[src/rtl/core/cpid_pkg.sv]
package cpid_pkg;

  // Default binary point position of all fixed-point values.
  localparam int unsigned FRAC_BITS_DEF = 16;

  // Field widths.
  localparam int unsigned DATA_W    = 32;
  localparam int unsigned YAW_W     = 19;
  localparam int unsigned SCALE_W   = 31;
  localparam int unsigned WIDE_W    = 64;
  localparam int unsigned CFG_IDX_W = 3;
  localparam int unsigned NUM_AXES  = 4;
  localparam int unsigned NUM_VEL   = 3;

  // Stream word widths, padded to whole bytes.
  localparam int unsigned S_TDATA_W = 216;
  localparam int unsigned M_TDATA_W = 224;

  // Saturation bounds of the signed 32-bit range.
  localparam logic signed [WIDE_W-1:0] SAT_MAX = 64'sh0000_0000_7FFF_FFFF;
  localparam logic signed [WIDE_W-1:0] SAT_MIN = 64'shFFFF_FFFF_8000_0000;

  // Configuration register indexes.
  typedef enum logic [CFG_IDX_W-1:0] {
    REG_POSITION_MODE = 3'd0,
    REG_TARGET_X      = 3'd1,
    REG_TARGET_Y      = 3'd2,
    REG_TARGET_Z      = 3'd3,
    REG_YAW_TARGET    = 3'd4,
    REG_DERIV_SCALE   = 3'd5
  } cfg_reg_e;

  // Controller axes; yaw runs through the same PID sequence.
  typedef enum logic [1:0] {
    AX_X   = 2'd0,
    AX_Y   = 2'd1,
    AX_Z   = 2'd2,
    AX_YAW = 2'd3
  } axis_e;

  // Operations of the shared arithmetic unit.
  typedef enum logic [1:0] {
    ALU_SUB = 2'd0,
    ALU_MUL = 2'd1,
    ALU_RND = 2'd2,
    ALU_NUM = 2'd3
  } alu_op_e;

  // Sequencer steps.
  typedef enum logic [3:0] {
    ST_IDLE  = 4'd0,
    ST_PERR  = 4'd1,
    ST_PMUL  = 4'd2,
    ST_PRND  = 4'd3,
    ST_VERR  = 4'd4,
    ST_NUM   = 4'd5,
    ST_DMUL  = 4'd6,
    ST_DRND  = 4'd7,
    ST_IMUL  = 4'd8,
    ST_IRND  = 4'd9,
    ST_KPMUL = 4'd10,
    ST_KPRND = 4'd11,
    ST_KDMUL = 4'd12,
    ST_KDRND = 4'd13,
    ST_DONE  = 4'd14
  } seq_state_e;

  // One request to the shared arithmetic unit.
  typedef struct packed {
    alu_op_e                   op;
    logic signed [DATA_W-1:0]  a;
    logic signed [DATA_W-1:0]  b;
    logic signed [WIDE_W-1:0]  c;
  } alu_req_t;

  // Configuration register file.
  typedef struct packed {
    logic                      position_mode;
    logic signed [DATA_W-1:0]  target_x;
    logic signed [DATA_W-1:0]  target_y;
    logic signed [DATA_W-1:0]  target_z;
    logic signed [YAW_W-1:0]   yaw_target;
    logic [SCALE_W-1:0]        deriv_scale;
  } cpid_cfg_t;

  // One odometry sample.
  typedef struct packed {
    logic signed [DATA_W-1:0]  pos_x;
    logic signed [DATA_W-1:0]  pos_y;
    logic signed [DATA_W-1:0]  pos_z;
    logic signed [DATA_W-1:0]  vel_x;
    logic signed [DATA_W-1:0]  vel_y;
    logic signed [DATA_W-1:0]  vel_z;
    logic signed [YAW_W-1:0]   yaw_meas;
  } cpid_sample_t;

  // One controller result.
  typedef struct packed {
    logic signed [DATA_W-1:0]  thrust_x;
    logic signed [DATA_W-1:0]  thrust_y;
    logic signed [DATA_W-1:0]  thrust_z;
    logic signed [DATA_W-1:0]  yaw_drive;
    logic signed [DATA_W-1:0]  verr_x;
    logic signed [DATA_W-1:0]  verr_y;
    logic signed [DATA_W-1:0]  verr_z;
  } cpid_result_t;

endpackage

[src/rtl/core/cpid_alu.sv]
module cpid_alu #(
  parameter int unsigned FRAC_BITS = cpid_pkg::FRAC_BITS_DEF
) (
  input  logic                                    clk_i,
  input  cpid_pkg::alu_req_t                      req_i,
  output logic signed [cpid_pkg::WIDE_W-1:0]      raw_o,
  output logic signed [cpid_pkg::DATA_W-1:0]      sat_o
);

  localparam logic signed [cpid_pkg::WIDE_W-1:0] Half =
    64'sd1 <<< (FRAC_BITS - 1);

  logic signed [cpid_pkg::DATA_W-1:0] mul_a;
  logic signed [cpid_pkg::DATA_W-1:0] mul_b;
  logic signed [cpid_pkg::WIDE_W-1:0] prod_q;
  logic signed [cpid_pkg::WIDE_W-1:0] prod_d;
  logic signed [cpid_pkg::WIDE_W-1:0] rnd;
  logic signed [cpid_pkg::WIDE_W-1:0] a_ext;
  logic signed [cpid_pkg::WIDE_W-1:0] b_ext;
  logic signed [cpid_pkg::WIDE_W-1:0] c_low_ext;
  logic signed [cpid_pkg::WIDE_W-1:0] sum;

  // The product is registered, and the rounding step reads the registered product.
  assign mul_a  = req_i.a;
  assign mul_b  = req_i.b;
  assign prod_d = mul_a * mul_b;

  always_ff @(posedge clk_i) begin
    if (req_i.op == cpid_pkg::ALU_MUL) begin
      prod_q <= prod_d;
    end
  end

  // Round half up, then drop the fraction bits.
  assign rnd = (prod_q + Half) >>> FRAC_BITS;

  assign a_ext     = {{(cpid_pkg::WIDE_W-cpid_pkg::DATA_W){req_i.a[cpid_pkg::DATA_W-1]}},
                      req_i.a};
  assign b_ext     = {{(cpid_pkg::WIDE_W-cpid_pkg::DATA_W){req_i.b[cpid_pkg::DATA_W-1]}},
                      req_i.b};
  assign c_low_ext = {{(cpid_pkg::WIDE_W-cpid_pkg::DATA_W){req_i.c[cpid_pkg::DATA_W-1]}},
                      req_i.c[cpid_pkg::DATA_W-1:0]};

  // One wide adder serves the subtract, numerator and rounding operations.
  always_comb begin
    unique case (req_i.op)
      cpid_pkg::ALU_SUB: sum = a_ext - b_ext;
      cpid_pkg::ALU_NUM: sum = a_ext - (b_ext <<< 2) + (c_low_ext <<< 1) + c_low_ext;
      cpid_pkg::ALU_RND: sum = rnd + req_i.c;
      cpid_pkg::ALU_MUL: sum = '0;
      default:           sum = '0;
    endcase
  end

  // Clamp to the signed 32-bit range.
  always_comb begin
    if (sum > cpid_pkg::SAT_MAX) begin
      sat_o = cpid_pkg::SAT_MAX[cpid_pkg::DATA_W-1:0];
    end else if (sum < cpid_pkg::SAT_MIN) begin
      sat_o = cpid_pkg::SAT_MIN[cpid_pkg::DATA_W-1:0];
    end else begin
      sat_o = sum[cpid_pkg::DATA_W-1:0];
    end
  end

  assign raw_o = sum;

endmodule

[src/rtl/core/cpid_seq.sv]
module cpid_seq #(
  parameter int unsigned FRAC_BITS = cpid_pkg::FRAC_BITS_DEF
) (
  input  logic                   clk_i,
  input  logic                   rst_ni,
  input  logic                   start_i,
  input  cpid_pkg::cpid_sample_t sample_i,
  input  cpid_pkg::cpid_cfg_t    cfg_i,
  input  logic                   res_free_i,
  output logic                   idle_o,
  output logic                   done_o,
  output cpid_pkg::cpid_result_t result_o
);

  localparam int unsigned DW = cpid_pkg::DATA_W;
  localparam int unsigned WW = cpid_pkg::WIDE_W;

  // Gains, rounded to the binary point.
  localparam logic signed [WW-1:0] One    = 64'sd1 <<< FRAC_BITS;
  localparam logic signed [DW-1:0] KPos   = DW'((One + 2) / 5);
  localparam logic signed [DW-1:0] KXyP   = DW'(One * 4);
  localparam logic signed [DW-1:0] KXyD   = DW'(One * 2);
  localparam logic signed [DW-1:0] KXyI   = DW'((One + 12) / 25);
  localparam logic signed [DW-1:0] KZP    = DW'(One * 10);
  localparam logic signed [DW-1:0] KZD    = DW'((One / 2) * 7);
  localparam logic signed [DW-1:0] KZI    = DW'((One + 12) / 25);
  localparam logic signed [DW-1:0] KYawP  = DW'((One * 3 + 5) / 10);
  localparam logic signed [DW-1:0] KYawD  = DW'(One / 2);
  localparam logic signed [DW-1:0] KYawI  = '0;
  localparam logic signed [WW-1:0] Hover  = One * 15;

  cpid_pkg::seq_state_e state_q, state_d;
  cpid_pkg::axis_e      ax_q, ax_d;

  cpid_pkg::cpid_sample_t smp_q;
  logic signed [DW-1:0]   e_q;
  logic signed [DW-1:0]   n_q;
  logic signed [WW-1:0]   acc_q;

  // Controller memory: error history and integrators per axis.
  logic signed [DW-1:0] last_q  [cpid_pkg::NUM_AXES];
  logic signed [DW-1:0] prev_q  [cpid_pkg::NUM_AXES];
  logic signed [DW-1:0] integ_q [cpid_pkg::NUM_AXES];
  logic signed [DW-1:0] thr_q   [cpid_pkg::NUM_AXES];
  logic signed [DW-1:0] verr_q  [cpid_pkg::NUM_VEL];

  logic signed [DW-1:0] tgt_sel, pos_sel, vel_sel;
  logic signed [DW-1:0] kp_sel, kd_sel, ki_sel;
  logic signed [WW-1:0] hover_sel;
  logic signed [WW-1:0] integ_ext;

  cpid_pkg::alu_req_t   alu_req;
  logic signed [WW-1:0] alu_raw;
  logic signed [DW-1:0] alu_sat;

  cpid_alu #(
    .FRAC_BITS (FRAC_BITS)
  ) u_alu (
    .clk_i (clk_i),
    .req_i (alu_req),
    .raw_o (alu_raw),
    .sat_o (alu_sat)
  );

  // Per-axis operands and gains.
  always_comb begin
    hover_sel = '0;
    case (ax_q)
      cpid_pkg::AX_X: begin
        tgt_sel = cfg_i.target_x;
        pos_sel = smp_q.pos_x;
        vel_sel = smp_q.vel_x;
        kp_sel  = KXyP;
        kd_sel  = KXyD;
        ki_sel  = KXyI;
      end
      cpid_pkg::AX_Y: begin
        tgt_sel = cfg_i.target_y;
        pos_sel = smp_q.pos_y;
        vel_sel = smp_q.vel_y;
        kp_sel  = KXyP;
        kd_sel  = KXyD;
        ki_sel  = KXyI;
      end
      cpid_pkg::AX_Z: begin
        tgt_sel   = cfg_i.target_z;
        pos_sel   = smp_q.pos_z;
        vel_sel   = smp_q.vel_z;
        kp_sel    = KZP;
        kd_sel    = KZD;
        ki_sel    = KZI;
        hover_sel = Hover;
      end
      default: begin
        tgt_sel = {{(DW-cpid_pkg::YAW_W){cfg_i.yaw_target[cpid_pkg::YAW_W-1]}},
                   cfg_i.yaw_target};
        pos_sel = {{(DW-cpid_pkg::YAW_W){smp_q.yaw_meas[cpid_pkg::YAW_W-1]}},
                   smp_q.yaw_meas};
        vel_sel = '0;
        kp_sel  = KYawP;
        kd_sel  = KYawD;
        ki_sel  = KYawI;
      end
    endcase
  end

  assign integ_ext = {{(WW-DW){integ_q[ax_q][DW-1]}}, integ_q[ax_q]};

  // Next step and the request to the shared unit.
  always_comb begin
    state_d       = state_q;
    ax_d          = ax_q;
    done_o        = 1'b0;
    alu_req.op    = cpid_pkg::ALU_SUB;
    alu_req.a     = '0;
    alu_req.b     = '0;
    alu_req.c     = '0;
    unique case (state_q)
      cpid_pkg::ST_IDLE: begin
        if (start_i) begin
          ax_d    = cpid_pkg::AX_X;
          state_d = cpid_pkg::ST_PERR;
        end
      end
      cpid_pkg::ST_PERR: begin
        // Position error, the plain setpoint, or the yaw error.
        alu_req.a = tgt_sel;
        if (cfg_i.position_mode || ax_q == cpid_pkg::AX_YAW) begin
          alu_req.b = pos_sel;
        end
        if (ax_q == cpid_pkg::AX_YAW) begin
          state_d = cpid_pkg::ST_NUM;
        end else if (cfg_i.position_mode) begin
          state_d = cpid_pkg::ST_PMUL;
        end else begin
          state_d = cpid_pkg::ST_VERR;
        end
      end
      cpid_pkg::ST_PMUL: begin
        alu_req.op = cpid_pkg::ALU_MUL;
        alu_req.a  = KPos;
        alu_req.b  = e_q;
        state_d    = cpid_pkg::ST_PRND;
      end
      cpid_pkg::ST_PRND: begin
        alu_req.op = cpid_pkg::ALU_RND;
        state_d    = cpid_pkg::ST_VERR;
      end
      cpid_pkg::ST_VERR: begin
        alu_req.a = e_q;
        alu_req.b = vel_sel;
        state_d   = cpid_pkg::ST_NUM;
      end
      cpid_pkg::ST_NUM: begin
        // Three-point backward difference numerator.
        alu_req.op = cpid_pkg::ALU_NUM;
        alu_req.a  = prev_q[ax_q];
        alu_req.b  = last_q[ax_q];
        alu_req.c  = {{(WW-DW){e_q[DW-1]}}, e_q};
        state_d    = cpid_pkg::ST_DMUL;
      end
      cpid_pkg::ST_DMUL: begin
        alu_req.op = cpid_pkg::ALU_MUL;
        alu_req.a  = n_q;
        alu_req.b  = {1'b0, cfg_i.deriv_scale};
        state_d    = cpid_pkg::ST_DRND;
      end
      cpid_pkg::ST_DRND: begin
        alu_req.op = cpid_pkg::ALU_RND;
        state_d    = cpid_pkg::ST_IMUL;
      end
      cpid_pkg::ST_IMUL: begin
        alu_req.op = cpid_pkg::ALU_MUL;
        alu_req.a  = ki_sel;
        alu_req.b  = e_q;
        state_d    = cpid_pkg::ST_IRND;
      end
      cpid_pkg::ST_IRND: begin
        alu_req.op = cpid_pkg::ALU_RND;
        alu_req.c  = integ_ext;
        state_d    = cpid_pkg::ST_KPMUL;
      end
      cpid_pkg::ST_KPMUL: begin
        alu_req.op = cpid_pkg::ALU_MUL;
        alu_req.a  = kp_sel;
        alu_req.b  = e_q;
        state_d    = cpid_pkg::ST_KPRND;
      end
      cpid_pkg::ST_KPRND: begin
        // The integrator already holds this sample's update here.
        alu_req.op = cpid_pkg::ALU_RND;
        alu_req.c  = integ_ext + hover_sel;
        state_d    = cpid_pkg::ST_KDMUL;
      end
      cpid_pkg::ST_KDMUL: begin
        alu_req.op = cpid_pkg::ALU_MUL;
        alu_req.a  = kd_sel;
        alu_req.b  = n_q;
        state_d    = cpid_pkg::ST_KDRND;
      end
      cpid_pkg::ST_KDRND: begin
        alu_req.op = cpid_pkg::ALU_RND;
        alu_req.c  = acc_q;
        if (ax_q == cpid_pkg::AX_YAW) begin
          state_d = cpid_pkg::ST_DONE;
        end else begin
          ax_d    = cpid_pkg::axis_e'(ax_q + 2'd1);
          state_d = cpid_pkg::ST_PERR;
        end
      end
      cpid_pkg::ST_DONE: begin
        if (res_free_i) begin
          done_o  = 1'b1;
          state_d = cpid_pkg::ST_IDLE;
        end
      end
      default: begin
        state_d = cpid_pkg::ST_IDLE;
      end
    endcase
  end

  // Sequencer registers.
  always_ff @(posedge clk_i or negedge rst_ni) begin
    if (!rst_ni) begin
      state_q <= cpid_pkg::ST_IDLE;
      ax_q    <= cpid_pkg::AX_X;
    end else begin
      state_q <= state_d;
      ax_q    <= ax_d;
    end
  end

  // Error history and integrators advance once per axis.
  always_ff @(posedge clk_i or negedge rst_ni) begin
    if (!rst_ni) begin
      for (int i = 0; i < cpid_pkg::NUM_AXES; i++) begin
        last_q[i]  <= '0;
        prev_q[i]  <= '0;
        integ_q[i] <= '0;
      end
    end else begin
      case (state_q)
        cpid_pkg::ST_IRND: begin
          integ_q[ax_q] <= alu_sat;
        end
        cpid_pkg::ST_KDRND: begin
          prev_q[ax_q] <= last_q[ax_q];
          last_q[ax_q] <= e_q;
        end
        default: begin
        end
      endcase
    end
  end

  // Working registers and per-axis results.
  always_ff @(posedge clk_i) begin
    if (start_i && state_q == cpid_pkg::ST_IDLE) begin
      smp_q <= sample_i;
    end
    case (state_q) inside
      cpid_pkg::ST_PERR, cpid_pkg::ST_PRND: begin
        e_q <= alu_sat;
      end
      cpid_pkg::ST_VERR: begin
        e_q          <= alu_sat;
        verr_q[ax_q] <= alu_sat;
      end
      cpid_pkg::ST_NUM, cpid_pkg::ST_DRND: begin
        n_q <= alu_sat;
      end
      cpid_pkg::ST_KPRND: begin
        acc_q <= alu_raw;
      end
      cpid_pkg::ST_KDRND: begin
        thr_q[ax_q] <= alu_sat;
      end
      default: begin
      end
    endcase
  end

  assign idle_o = (state_q == cpid_pkg::ST_IDLE);

  assign result_o.thrust_x  = thr_q[cpid_pkg::AX_X];
  assign result_o.thrust_y  = thr_q[cpid_pkg::AX_Y];
  assign result_o.thrust_z  = thr_q[cpid_pkg::AX_Z];
  assign result_o.yaw_drive = thr_q[cpid_pkg::AX_YAW];
  assign result_o.verr_x    = verr_q[cpid_pkg::AX_X];
  assign result_o.verr_y    = verr_q[cpid_pkg::AX_Y];
  assign result_o.verr_z    = verr_q[cpid_pkg::AX_Z];

endmodule

[config.mk]
export PLATFORM = sky130hd
export DESIGN_NAME = cpid_seq
export DESIGN_NICKNAME = d
export VERILOG_FILES = /design/src/rtl/core/cpid_pkg.sv /design/src/rtl/core/cpid_alu.sv /design/src/rtl/core/cpid_seq.sv
export SDC_FILE = /design/constraint.sdc
export NUM_CORES = 2
export LEC_CHECK = 0
export BUFFER_PORTS_ARGS = -buffer_cell sky130_fd_sc_hd__clkbuf_2
export CORE_ASPECT_RATIO = 1.25
export CORE_MARGIN = 2
export CORE_UTILIZATION = 30
export DETAILED_ROUTE_END_ITERATION = 8
export PLACE_DENSITY = 0.51
export SETUP_SLACK_MARGIN = 0.02
export SKIP_CTS_REPAIR_TIMING = 1
export SYNTH_ARGS = -nofsm -noshare
export SYNTH_HDL_FRONTEND = slang
export SYNTH_SLANG_ARGS = --single-unit
[constraint.sdc]
create_clock -name clk_i -period 26.1 [get_ports clk_i]
set_input_delay 2.61 -clock clk_i [delete_from_list [all_inputs] [get_ports clk_i]]
set_output_delay 2.61 -clock clk_i [all_outputs]
set_load 0.005 [all_outputs]
==> impl_results.rst <==
.. list-table::
   :header-rows: 1

   * - Metric
     - Value
   * - Result of the run
     - finished, final reports clean
   * - Primary FF master, synth
     - sky130_fd_sc_hd__edfxtp_1
   * - Synthesis Warnings
     - 0
   * - Slew at the pin closest to its max-slew limit
     - about 1.3 ns
   * - Post-layout util
     - roughly a third
   * - Width of the die
     - about 490 um
   * - Crit path capture type
     - flip-flop
   * - Number of library cell types mapped by synthesis
     - 100
   * - Port Buffer Count
     - just under 600
   * - Type of element launching the critical path
     - flip-flop
   * - Avg Cell Area, Syn
     - around 10 um^2
   * - Antenna viol nets, final
     - 0
   * - Fraction of synthesis flops using an asynchronous set or reset pin
     - about two fifths
   * - Class of the tightest hold or removal check
     - reg2reg
   * - Slowest Stage Delay on Critical Path
     - 0.75 ns
   * - Post-synthesis cell type with the largest combined area
     - sky130_fd_sc_hd__fa_1
   * - Detailed-route DRC error count
     - 0
   * - Library cell contributing the largest single delay on the critical path
     - sky130_fd_sc_hd__clkinv_1
   * - Complex-gate fraction of the synthesized area
     - 8.80%
   * - Headroom to the max-slew limit
     - a little over an eighth
   * - Violation count after the first detailed-routing iteration
     - 5,399
   * - Number of nets in the synthesized netlist
     - approximately 10k
   * - Post-synthesis adder-cell area fraction
     - approximately 31%
   * - Critical Setup Path Class
     - reg2reg
   * - Share of synthesized cell area in and, or, nand and nor gates
     - roughly 12%
   * - Area growth from synthesis to layout
     - 12.9%
   * - Hold Violations, Final
     - 0
   * - Post-Syn Instances
     - ~8.4k
   * - Post-detailed-placement half-perimeter wirelength
     - 273 mm
   * - Critical-path maximum fanout
     - between 70 and 80
   * - Synthesized area
     - approximately 87,000 um^2
   * - Clock tree from TritonCTS
     - done
   * - Max-cap violations
     - 0
   * - Non-Filler Instances
     - 12.7k
   * - Proportion of synthesized chip area in sequential cells
     - around a third
   * - Routability cong.
     - between 0.9 and 1
   * - Setup Slack @ Placement
     - between 10 and 15 ns
   * - Y dimension of the die
     - 608 um
   * - Router iterations before antenna repair
     - 9
   * - Final net count
     - 10.7k
   * - Final slew viol count
     - 0
   * - Fraction of layout cells with a size suffix above 1
     - 15.8%
   * - Parity-gate share of the synthesized area counting xor and xnor cells
     - under 10%
   * - Initial antenna violation count
     - 21
   * - Share of Yosys cell area claimed by the top area cell type
     - approximately 26%
   * - Clock buffer depth
     - 3
   * - Area of the core
     - roughly 290,000 um^2
   * - Top cells by count, synth
     - 1,369 x sky130_fd_sc_hd__inv_1, 1,245 x sky130_fd_sc_hd__nand2_1, 1,118 x sky130_fd_sc_hd__fa_1, 612 x sky130_fd_sc_hd__edfxtp_1, 410 x sky130_fd_sc_hd__nor2_1
   * - Number of enable flip-flop cells after synthesis
     - approximately 610
   * - Total gr overflow
     - 0
   * - Max H-tree Level
     - 3
   * - Unrepaired setup endpoints after global routing
     - no
   * - Wire length after detailed routing
     - about 350 mm
   * - Average wire per standard cell
     - about 28 um
   * - Core Rows
     - 221
   * - Total CTS buffers
     - between 90 and 100
   * - Number of sinks on the clock net
     - approximately 1k
   * - Most frequent cell after synthesis
     - sky130_fd_sc_hd__inv_1
   * - Via count of the first global-routing pass
     - ~70k
   * - Most common cell on crit path
     - sky130_fd_sc_hd__buf_4
   * - Crit path DAT
     - between 10 and 15 ns
   * - Shortest period the worst path allows
     - between 10 and 15 ns
   * - Wire length of the first global-routing pass
     - 504 mm
   * - Worst path setup slack after routing
     - around 13 ns
   * - Main combinational cell family by area after synthesis
     - adder cells
   * - Initial standard-cell utilization of the core
     - 30.1%
   * - Leading post-synthesis cells by cell area
     - sky130_fd_sc_hd__fa_1 26%, sky130_fd_sc_hd__edfxtp_1 21%, sky130_fd_sc_hd__dfrtp_1 11%
   * - Source-to-sink clock delay at the later pin of the worst-skew pair
     - about 0.73 ns
   * - DR vias
     - 66.5k
   * - Worst clock skew on the final layout
     - 0.0380 ns
   * - Clock Tree Root
     - sky130_fd_sc_hd__clkbuf_16
   * - Total placed cells including tap cells
     - 12.5k
   * - Clock transition at the register clock pins on the worst setup and hold paths after CTS
     - 0.07 ns
   * - Portion of netlist area occupied by mux cells
     - just under 6%
   * - Crit path required time
     - roughly 27 ns
   * - Final-report setup violation count
     - 0
   * - Boundary Pins
     - between 500 and 600
   * - Count of state elements after synthesis
     - around 1k
   * - Via count normalized by instance count
     - between 5 and 6
   * - Die Footprint
     - slightly below 300,000 um^2
   * - Overall routing resource usage
     - between 20% and 30%
   * - Maximum number of pins on one net before global-route repair
     - ~180
   * - Share of the cycle needed by the critical path after routing
     - around 52%
   * - Max Clk Rate
     - ~0.074 GHz
   * - Post-Route Setup TNS
     - 0 ns
==> through the flow <==
step                      instance area, um^2  hold WS (ns)
after global routing                    98700         0.501
after CTS                               98700         0.484
final                                   98700         0.484
after detailed placement                95100         0.466
after global placement                  95100         0.457
after floorplan                         87400         0.444
==> final timing paths <==
check                            startpoint           to  slack (ns)  cells after the start
worst max-delay path                ax_q[1]      e_q[24]       12.59                     45
worst min-delay path            integ_q[29]  integ_q[29]        0.48                      2
worst max register to register      ax_q[1]      e_q[24]       12.59                     45
worst min register to register  integ_q[29]  integ_q[29]        0.48                      2
max in group asynchronous            rst_ni      ax_q[0]       21.46                      3
min in group asynchronous            rst_ni  integ_q[66]        1.87                      1
==> final cells by class <==
cell class / instances / area [um^2]
Timing Repair Buffer: 779 / 4410
Sequential cell: 1002 / 28100
Clock inverter: 70 / 1020
Antenna cell: 13 / 32.5
Multi-Input combinational cell: 5544 / 52600
Clock buffer: 115 / 2600
Inverter: 1378 / 5170
Fill cell: 29400 / 191000
Tap cell: 3791 / 4740
==> state kept, by name, summed over array words and instances (netlist names) <==
signal and count:
acc_q 64, last_q 128, smp_q 211, state_q 4
prev_q 128, ax_q 2, e_q 32, u_alu.prod_q 49
integ_q 128, thr_q 128, verr_q 96, n_q 32
==> layout by cell type (no fill, tap or decap), types with 104 or more instances in the layout <==
master	instances
sky130_fd_sc_hd__nand2_1	1237
sky130_fd_sc_hd__a21oi_1	275
sky130_fd_sc_hd__fa_1	1118
sky130_fd_sc_hd__nor2_1	408
sky130_fd_sc_hd__a21o_1	118
sky130_fd_sc_hd__o21ai_0	127
sky130_fd_sc_hd__dfrtp_1	387
sky130_fd_sc_hd__xnor2_1	171
sky130_fd_sc_hd__mux2_2	278
sky130_fd_sc_hd__a222oi_1	104
sky130_fd_sc_hd__inv_1	1368
sky130_fd_sc_hd__edfxtp_1	612
sky130_fd_sc_hd__nand3_1	292
sky130_fd_sc_hd__clkbuf_2	586
sky130_fd_sc_hd__ha_1	380
sky130_fd_sc_hd__buf_4	190
==> layer usage <==
metal,global-route usage [%],up-vias,part of all wire [%]
li1,-,28400,-
met1,27.1,34600,36
met2,39.6,2831,49
met3,3.80,695,6.6
met4,16.7,4,8.6
met5,0,-,0.0097
==> logic make-up (layout without fill, tap and decap cells) <==
family / count (synthesis) / in the layout
other: 0 / 13
AOI/OAI and AO/OA: 1098 / 1098
DFF: 1002 / 1002
xor gates and xnor gates: 255 / 255
adders and majority gates: 1502 / 1502
buffers and inverters: 1819 / 2342
and+or+nand+nor: 2309 / 2309
muxes: 380 / 380
==> critical path: cells and delay by family (launching register included) <==
kind	cells	cell delay, ns
AOI/OAI and AO/OA	21	4.54
DFF	1	0.67
and+or+nand+nor	12	2.00
adders and majority gates	4	1.81
buffers and inverters	8	4.02
Power is not shown: default switching activity piles up to over one toggle a cycle in this logic, so the estimate is an artifact.
